$ cat src/rtl/cpu_bus_decode_with_oam_dma_unit_assert.svh
// Assertion macros for the CPU bus decode block with sprite DMA.
`ifndef CPU_BUS_DECODE_WITH_OAM_DMA_UNIT_ASSERT_SVH
`define CPU_BUS_DECODE_WITH_OAM_DMA_UNIT_ASSERT_SVH
`ifndef SYNTHESIS
`define CBD_ASSERT_IMPL(name, clk, rstn, ante, cons) \
  name: assert property (@(posedge clk) disable iff (!rstn) (ante) |-> (cons)) \
    else $error("cbd: same-cycle check failed");
`define CBD_ASSERT_NEXT(name, clk, rstn, ante, cons) \
  name: assert property (@(posedge clk) disable iff (!rstn) (ante) |=> (cons)) \
    else $error("cbd: next-cycle check failed");
`else
`define CBD_ASSERT_IMPL(name, clk, rstn, ante, cons)
`define CBD_ASSERT_NEXT(name, clk, rstn, ante, cons)
`endif
`endif

$ cat src/rtl/cbd_pkg.sv
// Shared types and constants of the CPU bus decode block.
package cbd_pkg;

  typedef enum logic [1:0] {
    REQ_READ  = 2'd0,
    REQ_WRITE = 2'd1,
    REQ_TICK  = 2'd2
  } req_e;

  localparam logic [15:0] ADDR_RAM_END  = 16'h1FFF;
  localparam logic [15:0] ADDR_PPU_END  = 16'h3FFF;
  localparam logic [15:0] ADDR_OAM_DMA  = 16'h4014;
  localparam logic [15:0] ADDR_PAD_ONE  = 16'h4016;
  localparam logic [15:0] ADDR_PAD_TWO  = 16'h4017;
  localparam logic [15:0] RAM_MIRROR_MASK = 16'h1FFF;
  localparam int unsigned MIRROR_BITS   = 13;
  localparam logic [2:0]  PHASE_LAST    = 3'd5;
  localparam logic [2:0]  PHASE_DMA_EVEN = 3'd0;
  localparam logic [2:0]  PHASE_DMA_ODD  = 3'd3;
  localparam logic [7:0]  OFFSET_LAST   = 8'hFF;

  typedef struct packed {
    logic [1:0]  req_type;
    logic [15:0] addr;
    logic [7:0]  wdata;
    logic        read_only;
    logic        cart_hit;
    logic [7:0]  cart_rdata;
    logic [7:0]  ppu_rdata;
    logic [7:0]  pad_one;
    logic [7:0]  pad_two;
    logic        ppu_nmi;
  } in_beat_t;

  typedef struct packed {
    logic [7:0]  rdata;
    logic        ppu_access;
    logic [2:0]  ppu_reg;
    logic        ppu_write;
    logic        cpu_step;
    logic        dma_reading;
    logic [15:0] dma_read_addr;
    logic        oam_write;
    logic [7:0]  oam_addr;
    logic [7:0]  oam_data;
    logic        cpu_nmi;
  } out_beat_t;

  // Result of the decode stage; RAM data and the DMA byte join it once it is registered.
  typedef struct packed {
    logic [7:0]  rdata;
    logic        use_ram;
    logic        ppu_access;
    logic [2:0]  ppu_reg;
    logic        ppu_write;
    logic        cpu_step;
    logic        dma_reading;
    logic [15:0] dma_read_addr;
    logic        oam_write;
    logic [7:0]  oam_addr;
    logic        cpu_nmi;
  } stage_t;

  typedef struct packed {
    logic       rd;
    logic       wr;
    logic [7:0] wdata;
  } ram_cmd_t;

endpackage

$ cat src/rtl/cbd_ctrl.sv
// Address decode, controller latches, tick phase and sprite DMA sequencing.
module cbd_ctrl #(
  parameter int unsigned RAM_BYTES = 2048
) (
  input  logic                         clk_i,
  input  logic                         rst_ni,
  input  logic                         accept_i,
  input  cbd_pkg::in_beat_t            beat_i,
  output cbd_pkg::stage_t              stage_o,
  output cbd_pkg::ram_cmd_t            ram_cmd_o,
  output logic [$clog2(RAM_BYTES)-1:0] ram_addr_o
);
  import cbd_pkg::*;

  localparam int unsigned RAM_AW = $clog2(RAM_BYTES);
  localparam int unsigned RW = MIRROR_BITS + 5;
  localparam int unsigned QUOT_STEPS = MIRROR_BITS - RAM_AW + 1;
  localparam logic [RW-1:0] DEPTH_W = RW'(RAM_BYTES);

  // Mirror the 8 KB window onto the RAM; the quotient is a few bits wide,
  // so a short restoring subtract chain suffices.
  function automatic logic [RAM_AW-1:0] ram_index(input logic [15:0] a);
    logic [RW-1:0] r;
    r = RW'(a & RAM_MIRROR_MASK);
    for (int s = QUOT_STEPS - 1; s >= 0; s--) begin
      if (r >= (DEPTH_W << s)) begin
        r = r - (DEPTH_W << s);
      end
    end
    return r[RAM_AW-1:0];
  endfunction

  logic [1:0][7:0] pad_q, pad_d;
  logic [2:0]      phase_q, phase_d;
  logic [7:0]      page_q, page_d;
  logic [7:0]      offset_q, offset_d;
  logic            waiting_q, waiting_d;
  logic            active_q, active_d;

  req_e        req;
  logic        bus_rd;
  logic [15:0] baddr;
  logic [15:0] fetch_addr;
  logic        dma_slot;
  logic        ram_hit;
  logic        pad_sel;
  stage_t      st;
  ram_cmd_t    cmd;

  always_comb begin
    req      = req_e'(beat_i.req_type);
    fetch_addr = {page_q, offset_q};
    dma_slot = (phase_q == PHASE_DMA_EVEN) || (phase_q == PHASE_DMA_ODD);
    st       = '0;
    cmd      = '0;
    bus_rd   = 1'b0;
    baddr    = beat_i.addr;
    pad_d    = pad_q;
    phase_d  = phase_q;
    page_d   = page_q;
    offset_d = offset_q;
    waiting_d = waiting_q;
    active_d = active_q;
    ram_hit  = !beat_i.cart_hit && (beat_i.addr <= ADDR_RAM_END);

    case (req)
      REQ_READ: begin
        bus_rd = 1'b1;
      end
      REQ_WRITE: begin
        if (beat_i.cart_hit) begin
          // The cartridge takes the write.
        end else if (beat_i.addr <= ADDR_RAM_END) begin
          cmd.wr    = 1'b1;
          cmd.wdata = beat_i.wdata;
        end else if (beat_i.addr <= ADDR_PPU_END) begin
          st.ppu_access = 1'b1;
          st.ppu_reg    = beat_i.addr[2:0];
          st.ppu_write  = 1'b1;
        end else if (beat_i.addr == ADDR_OAM_DMA) begin
          page_d   = beat_i.wdata;
          offset_d = '0;
          active_d = 1'b1;
        end else if (beat_i.addr == ADDR_PAD_ONE) begin
          pad_d[0] = beat_i.pad_one;
        end else if (beat_i.addr == ADDR_PAD_TWO) begin
          pad_d[1] = beat_i.pad_two;
        end
      end
      REQ_TICK: begin
        st.cpu_nmi = beat_i.ppu_nmi;
        phase_d = (phase_q >= PHASE_LAST) ? 3'd0 : phase_q + 3'd1;
        if (dma_slot) begin
          if (!active_q) begin
            st.cpu_step = 1'b1;
          end else if (waiting_q) begin
            if (phase_q[0]) begin
              waiting_d = 1'b0;
            end
          end else if (!phase_q[0]) begin
            bus_rd           = 1'b1;
            baddr            = fetch_addr;
            ram_hit          = !beat_i.cart_hit && (fetch_addr <= ADDR_RAM_END);
            st.dma_reading   = 1'b1;
            st.dma_read_addr = fetch_addr;
          end else begin
            st.oam_write = 1'b1;
            st.oam_addr  = offset_q;
            offset_d     = offset_q + 8'd1;
            if (offset_q == OFFSET_LAST) begin
              active_d  = 1'b0;
              waiting_d = 1'b1;
            end
          end
        end
      end
      default: begin
      end
    endcase

    pad_sel = baddr[0];
    if (bus_rd) begin
      if (beat_i.cart_hit) begin
        st.rdata = beat_i.cart_rdata;
      end else if (baddr <= ADDR_RAM_END) begin
        st.use_ram = 1'b1;
        cmd.rd     = 1'b1;
      end else if (baddr <= ADDR_PPU_END) begin
        st.ppu_access = 1'b1;
        st.ppu_reg    = baddr[2:0];
        st.rdata      = beat_i.ppu_rdata;
      end else if ((baddr == ADDR_PAD_ONE) || (baddr == ADDR_PAD_TWO)) begin
        st.rdata       = {7'd0, pad_q[pad_sel][7]};
        pad_d[pad_sel] = {pad_q[pad_sel][6:0], 1'b0};
      end
    end
  end

  assign stage_o   = st;
  assign ram_cmd_o = '{rd: cmd.rd && ram_hit && accept_i,
                       wr: cmd.wr && ram_hit && accept_i,
                       wdata: cmd.wdata};
  assign ram_addr_o = ram_index(baddr);

  always_ff @(posedge clk_i or negedge rst_ni) begin
    if (!rst_ni) begin
      pad_q     <= '0;
      phase_q   <= '0;
      page_q    <= '0;
      offset_q  <= '0;
      waiting_q <= 1'b1;
      active_q  <= 1'b0;
    end else if (accept_i) begin
      pad_q     <= pad_d;
      phase_q   <= phase_d;
      page_q    <= page_d;
      offset_q  <= offset_d;
      waiting_q <= waiting_d;
      active_q  <= active_d;
    end
  end
endmodule

$ cat config.mk
export PLATFORM = sky130hd
export DESIGN_NAME = cbd_ctrl
export DESIGN_NICKNAME = d
export VERILOG_FILES = /design/src/rtl/cpu_bus_decode_with_oam_dma_unit_assert.svh /design/src/rtl/cbd_pkg.sv /design/src/rtl/cbd_ctrl.sv
export SDC_FILE = /design/constraint.sdc
export NUM_CORES = 1
export LEC_CHECK = 0
export ABC_AREA = 1
export ABC_CLOCK_PERIOD_IN_PS = 8400
export BUFFER_PORTS_ARGS = -buffer_cell sky130_fd_sc_hd__clkbuf_2
export CORE_MARGIN = 3
export CORE_UTILIZATION = 53
export CTS_CLUSTER_SIZE = 24
export DETAILED_ROUTE_END_ITERATION = 8
export GPL_ROUTABILITY_DRIVEN = 1
export PLACE_DENSITY = 0.94
export SYNTH_ARGS = -nofsm -noshare
export SYNTH_HDL_FRONTEND = slang
export SYNTH_SLANG_ARGS = --single-unit
$ cat constraint.sdc
create_clock -name clk_i -period 8.4 [get_ports clk_i]
set_input_delay 2.1 -clock clk_i [delete_from_list [all_inputs] [get_ports clk_i]]
set_output_delay 2.1 -clock clk_i [all_outputs]
set_load 0.005 [all_outputs]
; Word-level counts from Yosys, hierarchy flattened
; Cells that the tools add are included.
[classes]
addsub = 5
mul = 0
n_div = 0
magnitude_cmp = 11
eq_ne = 17
shifts = 0
mux = 84
n_bitwise = 3
n_reduce_logical = 18
[op_table]
columns = op, n
row1 = 16-bit two-way mux, 15
row2 = 8-bit two-way mux, 17
row3 = 16-bit by 15-bit == test with 1-bit output (second input constant), 5
row4 = 26-bit two-way mux, 2
row5 = 16-bit by 13-bit <= comparator with 1-bit output (second input constant), 3
row6 = 18-bit two-way mux, 2
row7 = 9-bit two-way mux, 4
row8 = 16-bit by 14-bit <= comparator with 1-bit output (second input constant), 2
row9 = 28-bit two-way mux, 1
row10 = 27-bit two-way mux, 1
row11 = 1-bit two-way mux, 26
row12 = 5-bit two-way mux, 5
row13 = 18-bit by 12-bit greater-or-equal comparator with 1-bit output (second input constant), 1
row14 = 18-bit by 13-bit greater-or-equal comparator with 1-bit output (second input constant), 1
row15 = 18-bit by 13-bit subtractor with 18-bit output (second input constant), 1
row16 = 17-bit two-way mux, 1
row17 = 16-bit bitwise mux, 1
row18 = 2-bit inequality test (second input constant), 8
row19 = 8-bit case mux with 2 select lines, 1
row20 = 13-bit by 14-bit subtractor with 15-bit output (second input constant), 1
row21 = 13-bit by 14-bit greater-or-equal comparator with 1-bit output (second input constant), 1
row22 = 13-bit two-way mux, 1
row23 = 11-bit two-way mux, 1
row24 = 11-bit by 1-bit subtractor with 11-bit output (second input constant), 1
row25 = other kinds (25), 36
[totals]
ff_bits = 37
latchBits = 0
ramBits = 0
romBits = 0
in_bits = 64
output_inout_bits = 63
elab_cells = 145
memories = 0

; Logic depth before layout (Yosys ltp)
[logic_depth]
word_depth = 15
mapped_depth = 17
depth_no_buf = 16

; Worst setup path after synthesis
; OpenSTA, ideal clock, no wires.
[synth_timing]
kind = input -> output
from = input beat_i[60] in the netlist's numbering
to = output stage_o[29] in the netlist's numbering
arrival_time_ns = 3.475
t_required_ns = 6.300
path_slack_ns = 2.825
path_stages = 11
path_buffers = 1
cell_sequence = inv_2 nor2_4 buf_8 nand3_4 nor2_1 nor2_2 nor2_1 inv_1 a21oi_2 nand2_1 o22ai_1
[synth_lines]
columns = element, line_no
row1 = "start, declared", cbd_ctrl.sv:8  ; input cbd_pkg::in_beat_t beat_i,
row2 = "end, declared", cbd_ctrl.sv:9  ; output cbd_pkg::stage_t stage_o,

==> flow_summary.json <==
{
  "io_pins": 127,
  "rows": 27,
  "die_w_microns": 82.22,
  "ctsHtreeMaxLevel": 2,
  "design.core.area_sq_um": 5574,
  "fin_cells": 669,
  "drive_above_1_share_pct": 27.47,
  "fin_area_sq_um": 3745,
  "wl_microns": 9034,
  "cp-start-kind": "input pin",
  "status": "complete, no violations",
  "cts_sinks": 37,
  "synth-edff-count": 0,
  "cts_setup_buffers": 0,
  "yosys_warnings": 0,
  "num-nets-final": 665,
  "synth_area_sq_um": 3079,
  "worst_setup_path_end_kind": "output port",
  "syn_inst": 481,
  "finish.utilization_pct": 67.18,
  "diodes": 0,
  "die_h_microns": 82.22,
  "hold_path.class": "reg -> reg",
  "antenna_found_initial": 0,
  "dp.cells": 661,
  "synthArstFlopShare_pct": 100.0,
  "worst_pin_slew_ns": 0.9609,
  "setup-tns-final_ns": 0,
  "gp_congestion": 0.9563,
  "grt_pass1_vias": 3290,
  "synth_seq_area_share_pct": 30.11,
  "synth_fp_nets": 550,
  "fillers": 505,
  "areaGrowthSynthToFinish_pct": 21.62,
  "maxCapViolations": 0,
  "cp.required_ns": 6.30,
  "syn_avg_cell_area_sq_um": 6.402,
  "cellPowerDensity_nw_per_um2": 162.5,
  "ctsHoldBuffers": 0,
  "drtPass1Iterations": 5,
  "grt-ovfl-total": 0,
  "tritoncts": "yes",
  "clock_skew_ns": 0.006385,
  "start_util_pct": 55.24,
  "cts_root_buf": "clkbuf_8",
  "hold_violations": 0,
  "drv_slew": 0,
  "numCtsBuffers": 5,
  "die_area_sq_um": 6760,
  "drcViolationCount": 0,
  "synth.ff_latch_count": 37,
  "max_clock_freq_mhz": 151.9,
  "numPortBuffers": 125,
  "place_hpwl_microns": 7235,
  "path_class": "in -> out",
  "wl_per_cell_microns": 13.50,
  "drtIter0Drc": 288,
  "peakVddDrop_mv": 0.1100,
  "post_cts_resized": 0,
  "timing.slew.headroom_pct": 35.94,
  "fin_crit_sh_pct": 78.36,
  "clockBufferDepth": 2,
  "grt_max_degree": 38,
  "gr-usage-all-layers_pct": 27.32,
  "via_count": 3604,
  "rsz0062_at_grt": "no",
  "clk_latency_ns": 0.29,
  "ant_nets": 0,
  "min_period_ns": 6.583,
  "setup_viol": 0,
  "crit_fanout": 20,
  "leakage_nw": 2.341,
  "synthDistinctLibCells": 40,
  "cts.reportedPaths.clkPinSlew_ns": 0.07,
  "postPlaceCellArea_sq_um": 3665,
  "via_per_inst": 5.387,
  "synth_ff_type": "dfrtp_1",
  "grt_pass1_wl_microns": 14370,
  "critical_path_arrival_ns": 4.48
}
placed cells by master (no fill, tap or decap), types with 3 or more instances in the layout:
master and instances:
nor2_1 59, inv_1 79, nand4_1 17, or2_2 3, o21ai_0 39, o21ai_1 8, clkbuf_2 125, dfrtp_1 36
nor3_1 5, nand2_1 127, nor2_2 4, nand2_2 5, nand3_1 35, a21oi_1 8, ha_1 5, clkbuf_1 3
inv_2 6, clkbuf_8 5, nand4_2 3, o22ai_1 3, nor4_1 3
path summary, 6_finish.rpt:
check | cells after the start | slack, ns | to | from
setup / recovery | 11 | 1.82 | stage_o[29] | beat_i[59]
hold / removal | 2 | 0.49 | page_q[7] | page_q[7]
setup reg to reg | 13 | 5.38 | pad_q[12] | phase_q[0]
hold reg to reg | 2 | 0.49 | page_q[7] | page_q[7]
max in group asynchronous | 1 | 5.86 | page_q[1] | rst_ni
min in group asynchronous | 1 | 1.95 | pad_q[8] | rst_ni
critical path: stages:
cell	delay (ns)
clkbuf_2	0.15
nor2_4	0.47
nand3_4	0.31
nand2_1	0.13
nand2_1	0.09
nor2_1	0.22
inv_1	0.11
a21oi_2	0.39
nand2_1	0.16
o22ai_1	0.18
clkbuf_2	0.15
synthesized netlist by cell type (6+ instances only):
library cell  number  area (sq um)
nand4_1           17         106.4
o21ai_1            8         40.04
nand2_1          127         476.7
inv_1             79         296.5
nand3_1           35         175.2
nor2_1            59         221.5
clkbuf_1           7         26.28
dfrtp_1           36         900.9
o21ai_0           39         195.2
inv_2              6         22.52
a21oi_1            8         40.04
where the power goes:
part	internal [mW]	switching [mW]	leakage, nW
Clock	0.0590	0.0649	0.0395
Combinational	0.0781	0.159	1.83
Sequential	0.214	0.0341	0.466
Total	0.351	0.258	2.34
metrics by stage:
step / power [mW] / hold slack [ns] / setup slack [ns]
floorplan: 0.4167 / 0.4534 / 2.825
global route: 0.6545 / 0.5226 / 1.608
finish: 0.6086 / 0.4900 / 1.817
detailed placement: 0.4863 / 0.4750 / 1.858
CTS: 0.6082 / 0.4922 / 1.857
global placement: 0.4700 / 0.4656 / 1.938
area by class of cell:
| type | count | area (sq um) | share of cell area (%) |
|---|---|---|---|
| repair buffers | 125 | 625.6 | 16.71 |
| flip-flops and latches | 37 | 927.1 | 24.76 |
| multi-input cells | 342 | 1703 | 45.47 |
| inverters | 85 | 319.1 | 8.520 |
| well taps | 72 | 90.09 | 2.406 |
| clock buffers | 8 | 80.08 | 2.138 |
layer usage:
layer	share of wire, %	GRT usage (%)	vias up
li1	-	-	1761
met1	39	32.02	1628
met2	49	49.04	185
met3	9.3	5.857	30
met4	2.4	9.136	0
met5	0	0	-
cell families after synthesis:
family	Yosys count	share of synthesized area, %
AND/OR/NAND/NOR	268	40.15
buffers and inverters	102	14.59
AO/OA/AOI/OAI	66	12.11
flip-flops	37	30.11
adder cells (fa/ha/maj)	5	2.032
multiplexers	2	0.7314
XOR/XNOR	1	0.2845
flip-flops by register name, summed over array words and instances, names as in the netlist:
name	flops
active_q	1
offset_q	8
pad_q	16
page_q	8
phase_q	3
waiting_q	1
No activity file was read; power rests on OpenSTA's default activity.
